File: src/lmls_pkg.sv
// ----------------------------------------------------------------------------
// lmls_pkg
// Shared types and constants for the lcd mode and line sequencer.
// ----------------------------------------------------------------------------
`default_nettype none

package lmls_pkg;

    localparam int VISIBLE_LINES = 144;
    localparam int TOTAL_LINES   = 154;

    localparam int ACCUM_W = 11;
    localparam int THR_W   = 10;
    localparam int LINE_W  = 8;
    localparam int CFG_IDX_W = 2;

    // display modes
    localparam logic [1:0] MODE_HBLANK = 2'd0;
    localparam logic [1:0] MODE_VBLANK = 2'd1;
    localparam logic [1:0] MODE_OAM    = 2'd2;
    localparam logic [1:0] MODE_XFER   = 2'd3;

    // register indexes
    localparam logic [CFG_IDX_W-1:0] REG_OAM    = 2'd0;
    localparam logic [CFG_IDX_W-1:0] REG_XFER   = 2'd1;
    localparam logic [CFG_IDX_W-1:0] REG_HBLANK = 2'd2;
    localparam logic [CFG_IDX_W-1:0] REG_VBLANK = 2'd3;

    localparam logic [THR_W-1:0] OAM_RESET    = 10'd77;
    localparam logic [THR_W-1:0] XFER_RESET   = 10'd169;
    localparam logic [THR_W-1:0] HBLANK_RESET = 10'd201;
    localparam logic [THR_W-1:0] VBLANK_RESET = 10'd456;

    typedef struct packed {
        logic [THR_W-1:0] oam_cycles;
        logic [THR_W-1:0] transfer_cycles;
        logic [THR_W-1:0] hblank_cycles;
        logic [THR_W-1:0] vblank_line_cycles;
    } t_cfg;

    typedef struct packed {
        logic [7:0] cycles_elapsed;
        logic       lcd_on;
        logic [7:0] compare_line;
    } t_item;

    typedef struct packed {
        logic [1:0]        mode;
        logic [LINE_W-1:0] current_line;
        logic              coincidence;
        logic              render_line;
        logic              frame_wrap;
    } t_result;

endpackage

`default_nettype wire

File: src/lmls_if.sv
// ----------------------------------------------------------------------------
// lmls_if
// Valid/ready channels for timing items and results.
// ----------------------------------------------------------------------------
`default_nettype none

interface lmls_in_if;
    logic       valid;
    logic       ready;
    logic [7:0] cycles_elapsed;
    logic       lcd_on;
    logic [7:0] compare_line;

    modport source (output valid, output cycles_elapsed, output lcd_on,
                    output compare_line, input ready);
    modport sink   (input valid, input cycles_elapsed, input lcd_on,
                    input compare_line, output ready);
endinterface

interface lmls_out_if;
    logic       valid;
    logic       ready;
    logic [1:0] mode;
    logic [7:0] current_line;
    logic       coincidence;
    logic       render_line;
    logic       frame_wrap;

    modport source (output valid, output mode, output current_line,
                    output coincidence, output render_line, output frame_wrap,
                    input ready);
    modport sink   (input valid, input mode, input current_line,
                    input coincidence, input render_line, input frame_wrap,
                    output ready);
endinterface

`default_nettype wire

File: src/lcd_mode_line_sequencer.sv
// ----------------------------------------------------------------------------
// lcd_mode_line_sequencer
// Four-mode display timer with line counter, stepped by elapsed-cycle items.
// ----------------------------------------------------------------------------
//  channel   dir   handshake      payload
//  i_in      in    valid/ready    cycles_elapsed, lcd_on, compare_line
//  o_out     out   valid/ready    mode, current_line, coincidence,
//                                 render_line, frame_wrap
//  i_cfg_*   in    write enable   register index, 10-bit threshold
//
//  one item per clock while no result is stalled; an item passes from the
//  input register through the step logic into the result register
//  the step logic and the timer state close one loop, so each item's
//  update is done before the next item reaches the step logic
//  synchronous active-low reset; timer restarts in OAM search at line 0
//  a stalled result holds its register; the input register fills once,
//  then the input stalls until the result transfers
// ----------------------------------------------------------------------------
`default_nettype none

module lcd_mode_line_sequencer
    import lmls_pkg::*;
(
    input  wire logic                 i_clk,
    input  wire logic                 i_rst_n,
    lmls_in_if.sink                   i_in,
    lmls_out_if.source                o_out,
    input  wire logic                 i_cfg_we,
    input  wire logic [CFG_IDX_W-1:0] i_cfg_idx,
    input  wire logic [THR_W-1:0]     i_cfg_data
);

    t_cfg    cfg;
    t_item   in_item, stage_item;
    t_result result;
    logic    stage_valid, take, in_ready, out_valid;

    assign in_item.cycles_elapsed = i_in.cycles_elapsed;
    assign in_item.lcd_on         = i_in.lcd_on;
    assign in_item.compare_line   = i_in.compare_line;

    lmls_cfg_regs u_cfg (
        .i_clk      (i_clk),
        .i_rst_n    (i_rst_n),
        .i_cfg_we   (i_cfg_we),
        .i_cfg_idx  (i_cfg_idx),
        .i_cfg_data (i_cfg_data),
        .o_cfg      (cfg)
    );

    lmls_in_stage u_in (
        .i_clk   (i_clk),
        .i_rst_n (i_rst_n),
        .i_valid (i_in.valid),
        .i_item  (in_item),
        .o_ready (in_ready),
        .i_take  (take),
        .o_valid (stage_valid),
        .o_item  (stage_item)
    );

    lmls_core u_core (
        .i_clk    (i_clk),
        .i_rst_n  (i_rst_n),
        .i_cfg    (cfg),
        .i_valid  (stage_valid),
        .i_item   (stage_item),
        .o_take   (take),
        .o_valid  (out_valid),
        .i_ready  (o_out.ready),
        .o_result (result)
    );

    assign i_in.ready         = in_ready;
    assign o_out.valid        = out_valid;
    assign o_out.mode         = result.mode;
    assign o_out.current_line = result.current_line;
    assign o_out.coincidence  = result.coincidence;
    assign o_out.render_line  = result.render_line;
    assign o_out.frame_wrap   = result.frame_wrap;

endmodule

`default_nettype wire

File: src/lmls_cfg_regs.sv
// ----------------------------------------------------------------------------
// lmls_cfg_regs
// Mode threshold registers behind the plain write port.
// ----------------------------------------------------------------------------
`default_nettype none

module lmls_cfg_regs
    import lmls_pkg::*;
(
    input  wire logic                 i_clk,
    input  wire logic                 i_rst_n,
    input  wire logic                 i_cfg_we,
    input  wire logic [CFG_IDX_W-1:0] i_cfg_idx,
    input  wire logic [THR_W-1:0]     i_cfg_data,
    output t_cfg                      o_cfg
);

    t_cfg r_cfg;

    always_ff @(posedge i_clk) begin
        if (!i_rst_n) begin
            r_cfg.oam_cycles         <= OAM_RESET;
            r_cfg.transfer_cycles    <= XFER_RESET;
            r_cfg.hblank_cycles      <= HBLANK_RESET;
            r_cfg.vblank_line_cycles <= VBLANK_RESET;
        end else if (i_cfg_we) begin
            unique case (i_cfg_idx)
                REG_OAM:    r_cfg.oam_cycles         <= i_cfg_data;
                REG_XFER:   r_cfg.transfer_cycles    <= i_cfg_data;
                REG_HBLANK: r_cfg.hblank_cycles      <= i_cfg_data;
                REG_VBLANK: r_cfg.vblank_line_cycles <= i_cfg_data;
                default: ;
            endcase
        end
    end

    assign o_cfg = r_cfg;

endmodule

`default_nettype wire

File: src/lmls_in_stage.sv
// ----------------------------------------------------------------------------
// lmls_in_stage
// Input register; refills in the same cycle the core takes its item.
// ----------------------------------------------------------------------------
`default_nettype none

module lmls_in_stage
    import lmls_pkg::*;
(
    input  wire logic  i_clk,
    input  wire logic  i_rst_n,
    input  wire logic  i_valid,
    input  wire t_item i_item,
    output logic       o_ready,
    input  wire logic  i_take,
    output logic       o_valid,
    output t_item      o_item
);

    logic  r_valid;
    t_item r_item;

    assign o_ready = !r_valid || i_take;

    always_ff @(posedge i_clk) begin
        if (!i_rst_n) begin
            r_valid <= 1'b0;
        end else if (o_ready) begin
            r_valid <= i_valid;
        end
    end

    always_ff @(posedge i_clk) begin
        if (o_ready && i_valid) begin
            r_item <= i_item;
        end
    end

    assign o_valid = r_valid;
    assign o_item  = r_item;

endmodule

`default_nettype wire

File: src/lmls_core.sv
// ----------------------------------------------------------------------------
// lmls_core
// Mode timer state, single-pass step logic and the result register.
// ----------------------------------------------------------------------------
`default_nettype none

module lmls_core
    import lmls_pkg::*;
(
    input  wire logic  i_clk,
    input  wire logic  i_rst_n,
    input  wire t_cfg  i_cfg,
    input  wire logic  i_valid,
    input  wire t_item i_item,
    output logic       o_take,
    output logic       o_valid,
    input  wire logic  i_ready,
    output t_result    o_result
);

    logic [ACCUM_W-1:0] r_accum, n_accum;
    logic [1:0]         r_mode, n_mode;
    logic [LINE_W-1:0]  r_line, n_line;
    logic               r_coin, n_coin;
    logic               r_out_valid;
    t_result            r_result;

    logic [ACCUM_W:0]   sum;
    logic [ACCUM_W-1:0] acc;
    logic [LINE_W:0]    line_inc;
    logic               line_end;
    logic [LINE_W-1:0]  line_next;
    logic               render, wrap;

    assign o_take = i_valid && (!r_out_valid || i_ready);

    assign sum       = {1'b0, r_accum} + {{(ACCUM_W+1-8){1'b0}}, i_item.cycles_elapsed};
    assign acc       = sum[ACCUM_W] ? {ACCUM_W{1'b1}} : sum[ACCUM_W-1:0];
    assign line_inc  = {1'b0, r_line} + {{LINE_W{1'b0}}, 1'b1};
    assign line_end  = line_inc >= (LINE_W+1)'(TOTAL_LINES);
    assign line_next = line_end ? '0 : line_inc[LINE_W-1:0];

    always_comb begin
        n_accum = acc;
        n_mode  = r_mode;
        n_line  = r_line;
        render  = 1'b0;
        wrap    = 1'b0;
        if (!i_item.lcd_on) begin
            n_mode = MODE_VBLANK;
        end else begin
            unique case (r_mode)
                MODE_HBLANK: begin
                    if (acc >= {1'b0, i_cfg.hblank_cycles}) begin
                        n_accum = '0;
                        n_line  = line_next;
                        wrap    = line_end;
                        // line_next is zero on wrap, so this also covers it
                        n_mode  = ({1'b0, line_next} >= (LINE_W+1)'(VISIBLE_LINES))
                                  ? MODE_VBLANK : MODE_OAM;
                    end
                end
                MODE_VBLANK: begin
                    if (acc >= {1'b0, i_cfg.vblank_line_cycles}) begin
                        n_accum = '0;
                        n_line  = line_next;
                        wrap    = line_end;
                        if (line_end) begin
                            n_mode = MODE_OAM;
                        end
                    end
                end
                MODE_OAM: begin
                    if (acc >= {1'b0, i_cfg.oam_cycles}) begin
                        n_accum = '0;
                        n_mode  = MODE_XFER;
                    end
                end
                MODE_XFER: begin
                    if (acc >= {1'b0, i_cfg.transfer_cycles}) begin
                        n_accum = '0;
                        render  = 1'b1;
                        n_mode  = MODE_HBLANK;
                    end
                end
                default: ;
            endcase
        end
        // flag held while the display is off
        n_coin = i_item.lcd_on ? (n_line == i_item.compare_line) : r_coin;
    end

    always_ff @(posedge i_clk) begin
        if (!i_rst_n) begin
            r_accum     <= '0;
            r_mode      <= MODE_OAM;
            r_line      <= '0;
            r_coin      <= 1'b0;
            r_out_valid <= 1'b0;
        end else begin
            if (o_take) begin
                r_accum <= n_accum;
                r_mode  <= n_mode;
                r_line  <= n_line;
                r_coin  <= n_coin;
            end
            if (o_take) begin
                r_out_valid <= 1'b1;
            end else if (i_ready) begin
                r_out_valid <= 1'b0;
            end
        end
    end

    always_ff @(posedge i_clk) begin
        if (o_take) begin
            r_result.mode         <= n_mode;
            r_result.current_line <= n_line;
            r_result.coincidence  <= n_coin;
            r_result.render_line  <= render;
            r_result.frame_wrap   <= wrap;
        end
    end

    assign o_valid  = r_out_valid;
    assign o_result = r_result;

endmodule

`default_nettype wire

File: src/flat_wrapper.sv
// flat-port wrapper written by rule: the top's interface ports become plain ports
module lcd_mode_line_sequencer_flat import lmls_pkg::*;
  (i_clk, i_rst_n, i_cfg_we, i_cfg_idx, i_cfg_data, i_in_valid, i_in_cycles_elapsed, i_in_lcd_on, i_in_compare_line, i_in_ready, o_out_valid, o_out_mode, o_out_current_line, o_out_coincidence, o_out_render_line, o_out_frame_wrap, o_out_ready);
  lmls_in_if i_in_i ();
  lmls_out_if o_out_i ();
  input  wire logic i_clk;
  input  wire logic i_rst_n;
  input  wire logic i_cfg_we;
  input  wire logic [CFG_IDX_W-1:0] i_cfg_idx;
  input  wire logic [THR_W-1:0] i_cfg_data;
  input wire logic [$bits(i_in_i.valid)-1:0] i_in_valid;
  input wire logic [$bits(i_in_i.cycles_elapsed)-1:0] i_in_cycles_elapsed;
  input wire logic [$bits(i_in_i.lcd_on)-1:0] i_in_lcd_on;
  input wire logic [$bits(i_in_i.compare_line)-1:0] i_in_compare_line;
  output wire logic [$bits(i_in_i.ready)-1:0] i_in_ready;
  output wire logic [$bits(o_out_i.valid)-1:0] o_out_valid;
  output wire logic [$bits(o_out_i.mode)-1:0] o_out_mode;
  output wire logic [$bits(o_out_i.current_line)-1:0] o_out_current_line;
  output wire logic [$bits(o_out_i.coincidence)-1:0] o_out_coincidence;
  output wire logic [$bits(o_out_i.render_line)-1:0] o_out_render_line;
  output wire logic [$bits(o_out_i.frame_wrap)-1:0] o_out_frame_wrap;
  input wire logic [$bits(o_out_i.ready)-1:0] o_out_ready;
  assign i_in_i.valid = i_in_valid;
  assign i_in_i.cycles_elapsed = i_in_cycles_elapsed;
  assign i_in_i.lcd_on = i_in_lcd_on;
  assign i_in_i.compare_line = i_in_compare_line;
  assign i_in_ready = i_in_i.ready;
  assign o_out_valid = o_out_i.valid;
  assign o_out_mode = o_out_i.mode;
  assign o_out_current_line = o_out_i.current_line;
  assign o_out_coincidence = o_out_i.coincidence;
  assign o_out_render_line = o_out_i.render_line;
  assign o_out_frame_wrap = o_out_i.frame_wrap;
  assign o_out_i.ready = o_out_ready;
  lcd_mode_line_sequencer u_core (.i_clk(i_clk), .i_rst_n(i_rst_n), .i_in(i_in_i), .o_out(o_out_i), .i_cfg_we(i_cfg_we), .i_cfg_idx(i_cfg_idx), .i_cfg_data(i_cfg_data));
endmodule
File: config.mk
export PLATFORM = sky130hd
export DESIGN_NAME = lcd_mode_line_sequencer_flat
export DESIGN_NICKNAME = d
export VERILOG_FILES = /design/src/lmls_pkg.sv /design/src/lmls_if.sv /design/src/lcd_mode_line_sequencer.sv /design/src/lmls_cfg_regs.sv /design/src/lmls_in_stage.sv /design/src/lmls_core.sv /design/src/flat_wrapper.sv
export SDC_FILE = /design/constraint.sdc
export NUM_CORES = 1
export LEC_CHECK = 0
export BUFFER_PORTS_ARGS = -buffer_cell sky130_fd_sc_hd__buf_2
export CAP_MARGIN = 20
export CORE_MARGIN = 8
export CORE_UTILIZATION = 30
export CTS_BUF_LIST = sky130_fd_sc_hd__clkbuf_16
export CTS_CLUSTER_SIZE = 30
export DETAILED_ROUTE_END_ITERATION = 12
export SLEW_MARGIN = 30
export SYNTH_ARGS = -nofsm -noshare
export SYNTH_HDL_FRONTEND = slang
export SYNTH_SLANG_ARGS = --single-unit
File: constraint.sdc
create_clock -name i_clk -period 6.5 [get_ports i_clk]
set_input_delay 1.3 -clock i_clk [delete_from_list [all_inputs] [get_ports i_clk]]
set_output_delay 1.3 -clock i_clk [all_outputs]
set_load 0.02 [all_outputs]
; ---- Word-level counts from Yosys, hierarchy flattened
; Index checks and enable logic that the tools add are counted.
[totals]
register_bits = 94
input_bits = 34
[classes]
n_addsub = 2
reduce_logical = 14
eq_ne = 7
n_lt_le_gt_ge = 6
mux = 27
[op_table]
columns = cell, count
row1 = $mux W11, 6
row2 = $ge A11 B10 Y1, 4
row3 = $pmux W11 S4, 1
row4 = $mux W8, 4
row5 = $pmux W8 S2, 1
row6 = $mux W2, 7
row7 = $add A11 B8 Y12, 1
row8 = $reduce_and A2 Y1, 5
row9 = $add A8 B1 Y9 const B, 1
row10 = $ge A9 B8 Y1 const B, 1
row11 = $eq A2 B2 Y1 const B, 4
row12 = $eq A8 B8 Y1, 1
row13 = $ge A8 B8 Y1 const B, 1
row14 = $pmux W2 S4, 1
row15 = $mux W1, 6
row16 = $eq A2 B1 Y1 const B, 2
row17 = $logic_not A2 Y1, 2
row18 = $logic_and A1 B1 Y1, 2
row19 = $logic_not A1 Y1, 2
row20 = $logic_or A1 B1 Y1, 2
row21 = $pmux W1 S2, 1
row22 = $reduce_bool A2 Y1, 1

; ---- Logic depth before layout (Yosys ltp)
[logic_depth]
depth_word = 8
depth_mapped = 23
ltp_nobuf = 22

; ---- Hierarchy
; Synthesis repeated with hierarchy kept, for this count alone.
[unflattened]
cells_unflattened = 627
hier_area_um2 = 5746.8
[modules_own_cells]
columns = mod, seq_area_each_um2, cells_per_inst, n_inst, area_per_inst_um2
row1 = lmls_core, 850.8, 450, 1, 3585.9
row2 = lmls_cfg_regs, 800.8, 155, 1, 1592.8
row3 = lmls_in_stage, 530.5, 22, 1, 568.0

; ---- Worst setup path after synthesis
; OpenSTA, ideal clock, no wires.
[synth_timing]
path_type = reg2reg
startpoint = register u_core.u_in.r_item, in the netlist u_core.u_in.o_item[10]
endpoint = register u_core.u_core.o_result[2] (netlist name)
path_stages_with_launch = 21
synth_period_minus_slack_ns = 4.684
setup_slack_ns = 1.816
n_path_buf = 2
t_required_ns = 6.357
setup_ns = 0.143
t_arrival_ns = 4.541
cell_sequence = edfxtp_1 ha_1 a211oi_1 nor3_1 a211oi_1 nor2b_1 and3_1 clkbuf_1 nor2_1 inv_1 ha_1 a211oi_1 o21ai_1 a221o_1 a21o_1 o22a_1 clkbuf_1 a221o_1 or3_1 a211o_1 o2bb2ai_2
[synth_between]
elab_chain_cells = 8
[synth_lines]
columns = element, line_no
row1 = "start, declared", lmls_in_stage.sv:21  ; t_item r_item;
row2 = "start signal, assigned", lmls_in_stage.sv:35  ; r_item <= i_item;
row3 = $add A11 B8 Y12 *, lmls_core.sv:37  ; assign sum = {1'b0, r_accum} + {{(ACCUM_W+1-8){1'b0}}, i_item.cycles_elapsed};
row4 = $mux W11 *, lmls_core.sv:38  ; assign acc = sum[ACCUM_W] ? {ACCUM_W{1'b1}} : sum[ACCUM_W-1:0];
row5 = "$ge A11 B10 Y1, on equally long branches", "lmls_core.sv:64, lmls_core.sv:54"
row6 = "$mux W8, on equally long branches", "lmls_core.sv:64, lmls_core.sv:54"
row7 = $pmux W8 S2 *, lmls_core.sv:52  ; unique case (r_mode)
row8 = $mux W8 *, lmls_core.sv:49  ; if (!i_item.lcd_on) begin
row9 = $eq A8 B8 Y1 *, lmls_core.sv:90  ; n_coin = i_item.lcd_on ? (n_line == i_item.compare_line) : r_coin;
row10 = $mux W1 *, lmls_core.sv:90
row11 = via u_core.u_core.n_coin, lmls_core.sv:24  ; logic r_coin, n_coin;
; The timed path passes the listed nets; every way through them passes the cells marked *.
; A chain may end at the register's enable or synchronous reset.

; ---- Final worst setup path
[layout_timing]
startpoint = register u_core.u_in.r_item, in the netlist u_core.u_in.o_item[9]
endpoint = register u_core.u_core.o_result[2] (netlist name)
[layout_between]
elab_chain_cells = 8
[layout_lines]
columns = element, line_no
row1 = $add A11 B8 Y12 *, lmls_core.sv:37
row2 = $mux W11 *, lmls_core.sv:38
row3 = "$ge A11 B10 Y1, on equally long branches", "lmls_core.sv:64, lmls_core.sv:54"
row4 = "$mux W8, on equally long branches", "lmls_core.sv:64, lmls_core.sv:54"
row5 = $pmux W8 S2 *, lmls_core.sv:52
row6 = $mux W8 *, lmls_core.sv:49
row7 = via u_core.u_core.n_line[1], lmls_core.sv:23  ; logic [LINE_W-1:0] r_line, n_line;
row8 = $eq A8 B8 Y1 *, lmls_core.sv:90
row9 = $mux W1 *, lmls_core.sv:90
row10 = via u_core.u_core.n_coin, lmls_core.sv:24
; Marked as above.

==> flow_summary.toml <==
[run_status]
status = "finished clean"

[timing]
drv_slew = 0
setup_viol = 0
relSlewSlack_pct = 42.3
min_period_ps = 5320
fmax_ghz = 0.188
setup_tns_ps = 0
finClkSkew_ps = 7.81
tightest_slew_ps = 864
hold_viol = 0
timing.final.crit_share_pct = 81.9
rsz0062_at_grt = "false"

[cts]
cts_max_level = 3
clkLatencyLatePin_ps = 360
cts_tree = "yes"
clockRootBuffer = "clkbuf_16"
numCtsBuffers = 9
path_clk_slew_ps = 70
ctsHoldBuffers = 0
cts.sink_count = 94
cts_setup_buffers = 0
cts_max_path_buffers = 2
post_cts_resized = 0

[route]
viasPerCell = 5.22
drt-met1-wl_um = 7080
wl_met2_um = 6910
wirelength_um = 15000
drt_pass1_iterations = 4
wire_per_inst_um = 15.8
detail-route-antenna-nets = 0
met3_length_um = 636
dr_total_vias = 4945
initialDrtViolationCount = 378
top_layer = "met4"
drc = 0

[worst_setup_path]
worstRegToRegCells = 21
timing.rr.start = "u_core.u_in.o_item[9]$_DFFE_PP_"
cp_max_fo = 9
cp.arrival_ps = 5530
crit_type = "register to register"
crit_end = "u_core.u_core.o_result[2]$_DFFE_PP_"
cp-startpoint = "u_core.u_in.o_item[9]$_DFFE_PP_"
r2r_slack_ps = 1180
cp.required_ps = 6710
reg2reg_to = "u_core.u_core.o_result[2]$_DFFE_PP_"
critPathCaptureType = "register"
crit_path_start_kind = "register"

[run]
max_cap_viol_count = 0

[power]
power_density_mw_per_mm2 = 257
leakage_nw = 2.59
vdd_drop_max_mv = 0.177
total_power_w = 0.00166

[placement]
dp_cells = 931
gp_routability_congestion = 0.915
io_buffers = 48
hpwl_um = 11200
dpl_cell_area_mm2 = 0.00618

[finish]
final_cell_mix = "nand2_1 (97), dfxtp_1 (64), nor2_1 (55), inv_1 (55), ha_1 (50)"
insertedDiodeCount = 0
layout-drive-gt1-share_pct = 12.5
nets = 793
syn_to_final_growth_pct = 12.2
final_common_cell = "nand2_1"
final_area_mm2 = 0.00647
final_cells = 947

[synth]
netlist_instances = 679
synth_mux_area_share_pct = 0.195
yosysWarnings = 0
synth_edf_count = 30
synth.avg_cell_area_um2 = 8.49
synth_adder_area_share_pct = 11.2
synth_cell_types = 76
async_reset_ff_share_pct = 0
synth_seq_cells = 94
syn-num-nets = 764
synth_xor_area_share_pct = 1.67
synth_flop_cell = "dfxtp_1"
syn_area_mm2 = 0.00577
synth_compound_area_share_pct = 23.3
yosys.area_share.simple_pct = 19.7
synth_top_family_by_area = "compound AO/OA/AOI/OAI gates"
ys_seq_area_share_pct = 37.8

[floorplanning]
io_pins = 49
start_util_pct = 30.7
dieWidth_um = 155
core_mm2 = 0.0188
die_h_um = 155
fp-row-count = 50
die_area_mm2 = 0.0239

[hold_path]
hp-class = "register to register"
hold_depth = 2

[grt]
antenna_found_initial = 0
grt_max_degree = 46
grt_pass1_wl_um = 24600
grt_pass1_vias = 4863
grtUsageTotal_pct = 12.8
overflow = 0
synth_stat cells (3+ instances only):
cell type,count,share of area [%]
o22ai_1,9,0.98
nand4_1,10,1.1
o211ai_1,16,2.1
and2_1,5,0.54
a21o_1,8,1.0
o21ai_0,26,2.3
nor3_1,17,1.5
a221o_1,3,0.52
nor2_1,56,3.6
a2111oi_0,3,0.46
inv_1,55,3.6
a22oi_1,8,1.0
nor2b_1,9,0.98
a211o_1,8,1.2
xor2_1,3,0.46
nand3b_1,3,0.39
xnor2_1,8,1.2
o21a_1,9,1.2
nand2_1,97,6.3
nand2b_1,7,0.76
and3_1,5,0.54
buf_2,7,0.61
a21oi_1,47,4.1
a211oi_1,10,1.3
or3_1,4,0.43
nand3_1,13,1.1
clkbuf_1,20,1.3
a31oi_1,3,0.33
or2_2,3,0.33
edfxtp_1,30,16
dfxtp_1,64,22
o221ai_1,4,0.61
ha_1,50,11
routing by layer:
layer	GRT usage (%)	vias to the layer above
met4	5.74	0
met3	2.62	26
li1	-	2499
met5	0	-
met2	21.4	130
met1	15.7	2290
power breakdown:
| part | switching, W | internal, W | total (W) | leakage (nW) |
|---|---|---|---|---|
| Combinational | 0.000274 | 0.000190 | 0.000464 | 1.63 |
| Clock | 0.000239 | 0.000284 | 0.000523 | 0.146 |
| Sequential | 0.0000316 | 0.000642 | 0.000673 | 0.813 |
| Total | 0.000545 | 0.00112 | 0.00166 | 2.59 |
stage by stage:
step / worst slack, ps / util [%] / hold WS [ps]
finish: 1180 / 34.5 / 458
global route: 749 / 34.5 / 476
CTS: 1180 / 34.5 / 457
detailed placement: 1250 / 32.9 / 447
global placement: 1270 / 32.9 / 443
floorplan: 1820 / - / 436
worst min-delay path by stage:
stage,start,endpoint,slack [ps]
after floorplan,u_core.u_cfg.o_cfg[11]$_SDFFE_PN0P_,u_core.u_cfg.o_cfg[11]$_SDFFE_PN0P_,440
after global placement,u_core.u_cfg.o_cfg[22]$_SDFFE_PN0P_,u_core.u_cfg.o_cfg[22]$_SDFFE_PN0P_,440
after detailed placement,u_core.u_cfg.o_cfg[9]$_SDFFE_PN0P_,u_core.u_cfg.o_cfg[9]$_SDFFE_PN0P_,450
after CTS,u_core.u_cfg.o_cfg[9]$_SDFFE_PN0P_,u_core.u_cfg.o_cfg[9]$_SDFFE_PN0P_,460
after global routing,u_core.u_cfg.o_cfg[9]$_SDFFE_PN0P_,u_core.u_cfg.o_cfg[9]$_SDFFE_PN0P_,480
final,u_core.u_cfg.o_cfg[9]$_SDFFE_PN0P_,u_core.u_cfg.o_cfg[9]$_SDFFE_PN0P_,460
registers in the layout, summed over array words and instances (netlist names):
| signal | count |
|---|---|
| u_core.u_cfg.o_cfg | 40 |
| u_core.u_in.o_item | 17 |
| u_core.u_core.o_result | 13 |
| u_core.u_core.r_accum | 11 |
| u_core.u_core.r_line | 8 |
| u_core.u_core.r_mode | 2 |
| u_core.u_core.o_valid | 1 |
| u_core.u_core.r_coin | 1 |
| u_core.u_in.o_valid | 1 |
worst max-delay path: stages, from the launching register on:
cell	delay, ps
edfxtp_1	370
ha_1	230
fa_1	440
a211oi_1	330
nor2_1	120
o21a_1	190
o21ai_0	140
nand2b_1	70
a21oi_1	210
xnor2_1	80
nor2_1	160
inv_1	140
ha_1	320
and4_1	240
nand4_1	160
a21boi_0	310
o22ai_2	190
a21oi_2	390
mux2_2	410
a221oi_1	400
nand3_1	150
o2bb2ai_2	130
cells by family (layout without fill, tap and decap cells):
logic type | count (synthesis) | count (layout)
AO/OA/AOI/OAI | 191 | 191
XOR/XNOR | 11 | 11
adder cells (fa/ha/maj) | 51 | 51
buffers and inverters | 88 | 122
flip-flops | 94 | 94
multiplexers | 1 | 1
AND/OR/NAND/NOR | 243 | 243
layout make-up:
cell class	count	area [um^2]
fill	1979	12300
multi-input combinational	497	3240
sequential	94	2180
tap	234	293
timing repair buffer	50	255
clock buffer	10	250
inverter	56	210
clock inverter	6	40.0
Power figures use the tool's default switching activity.
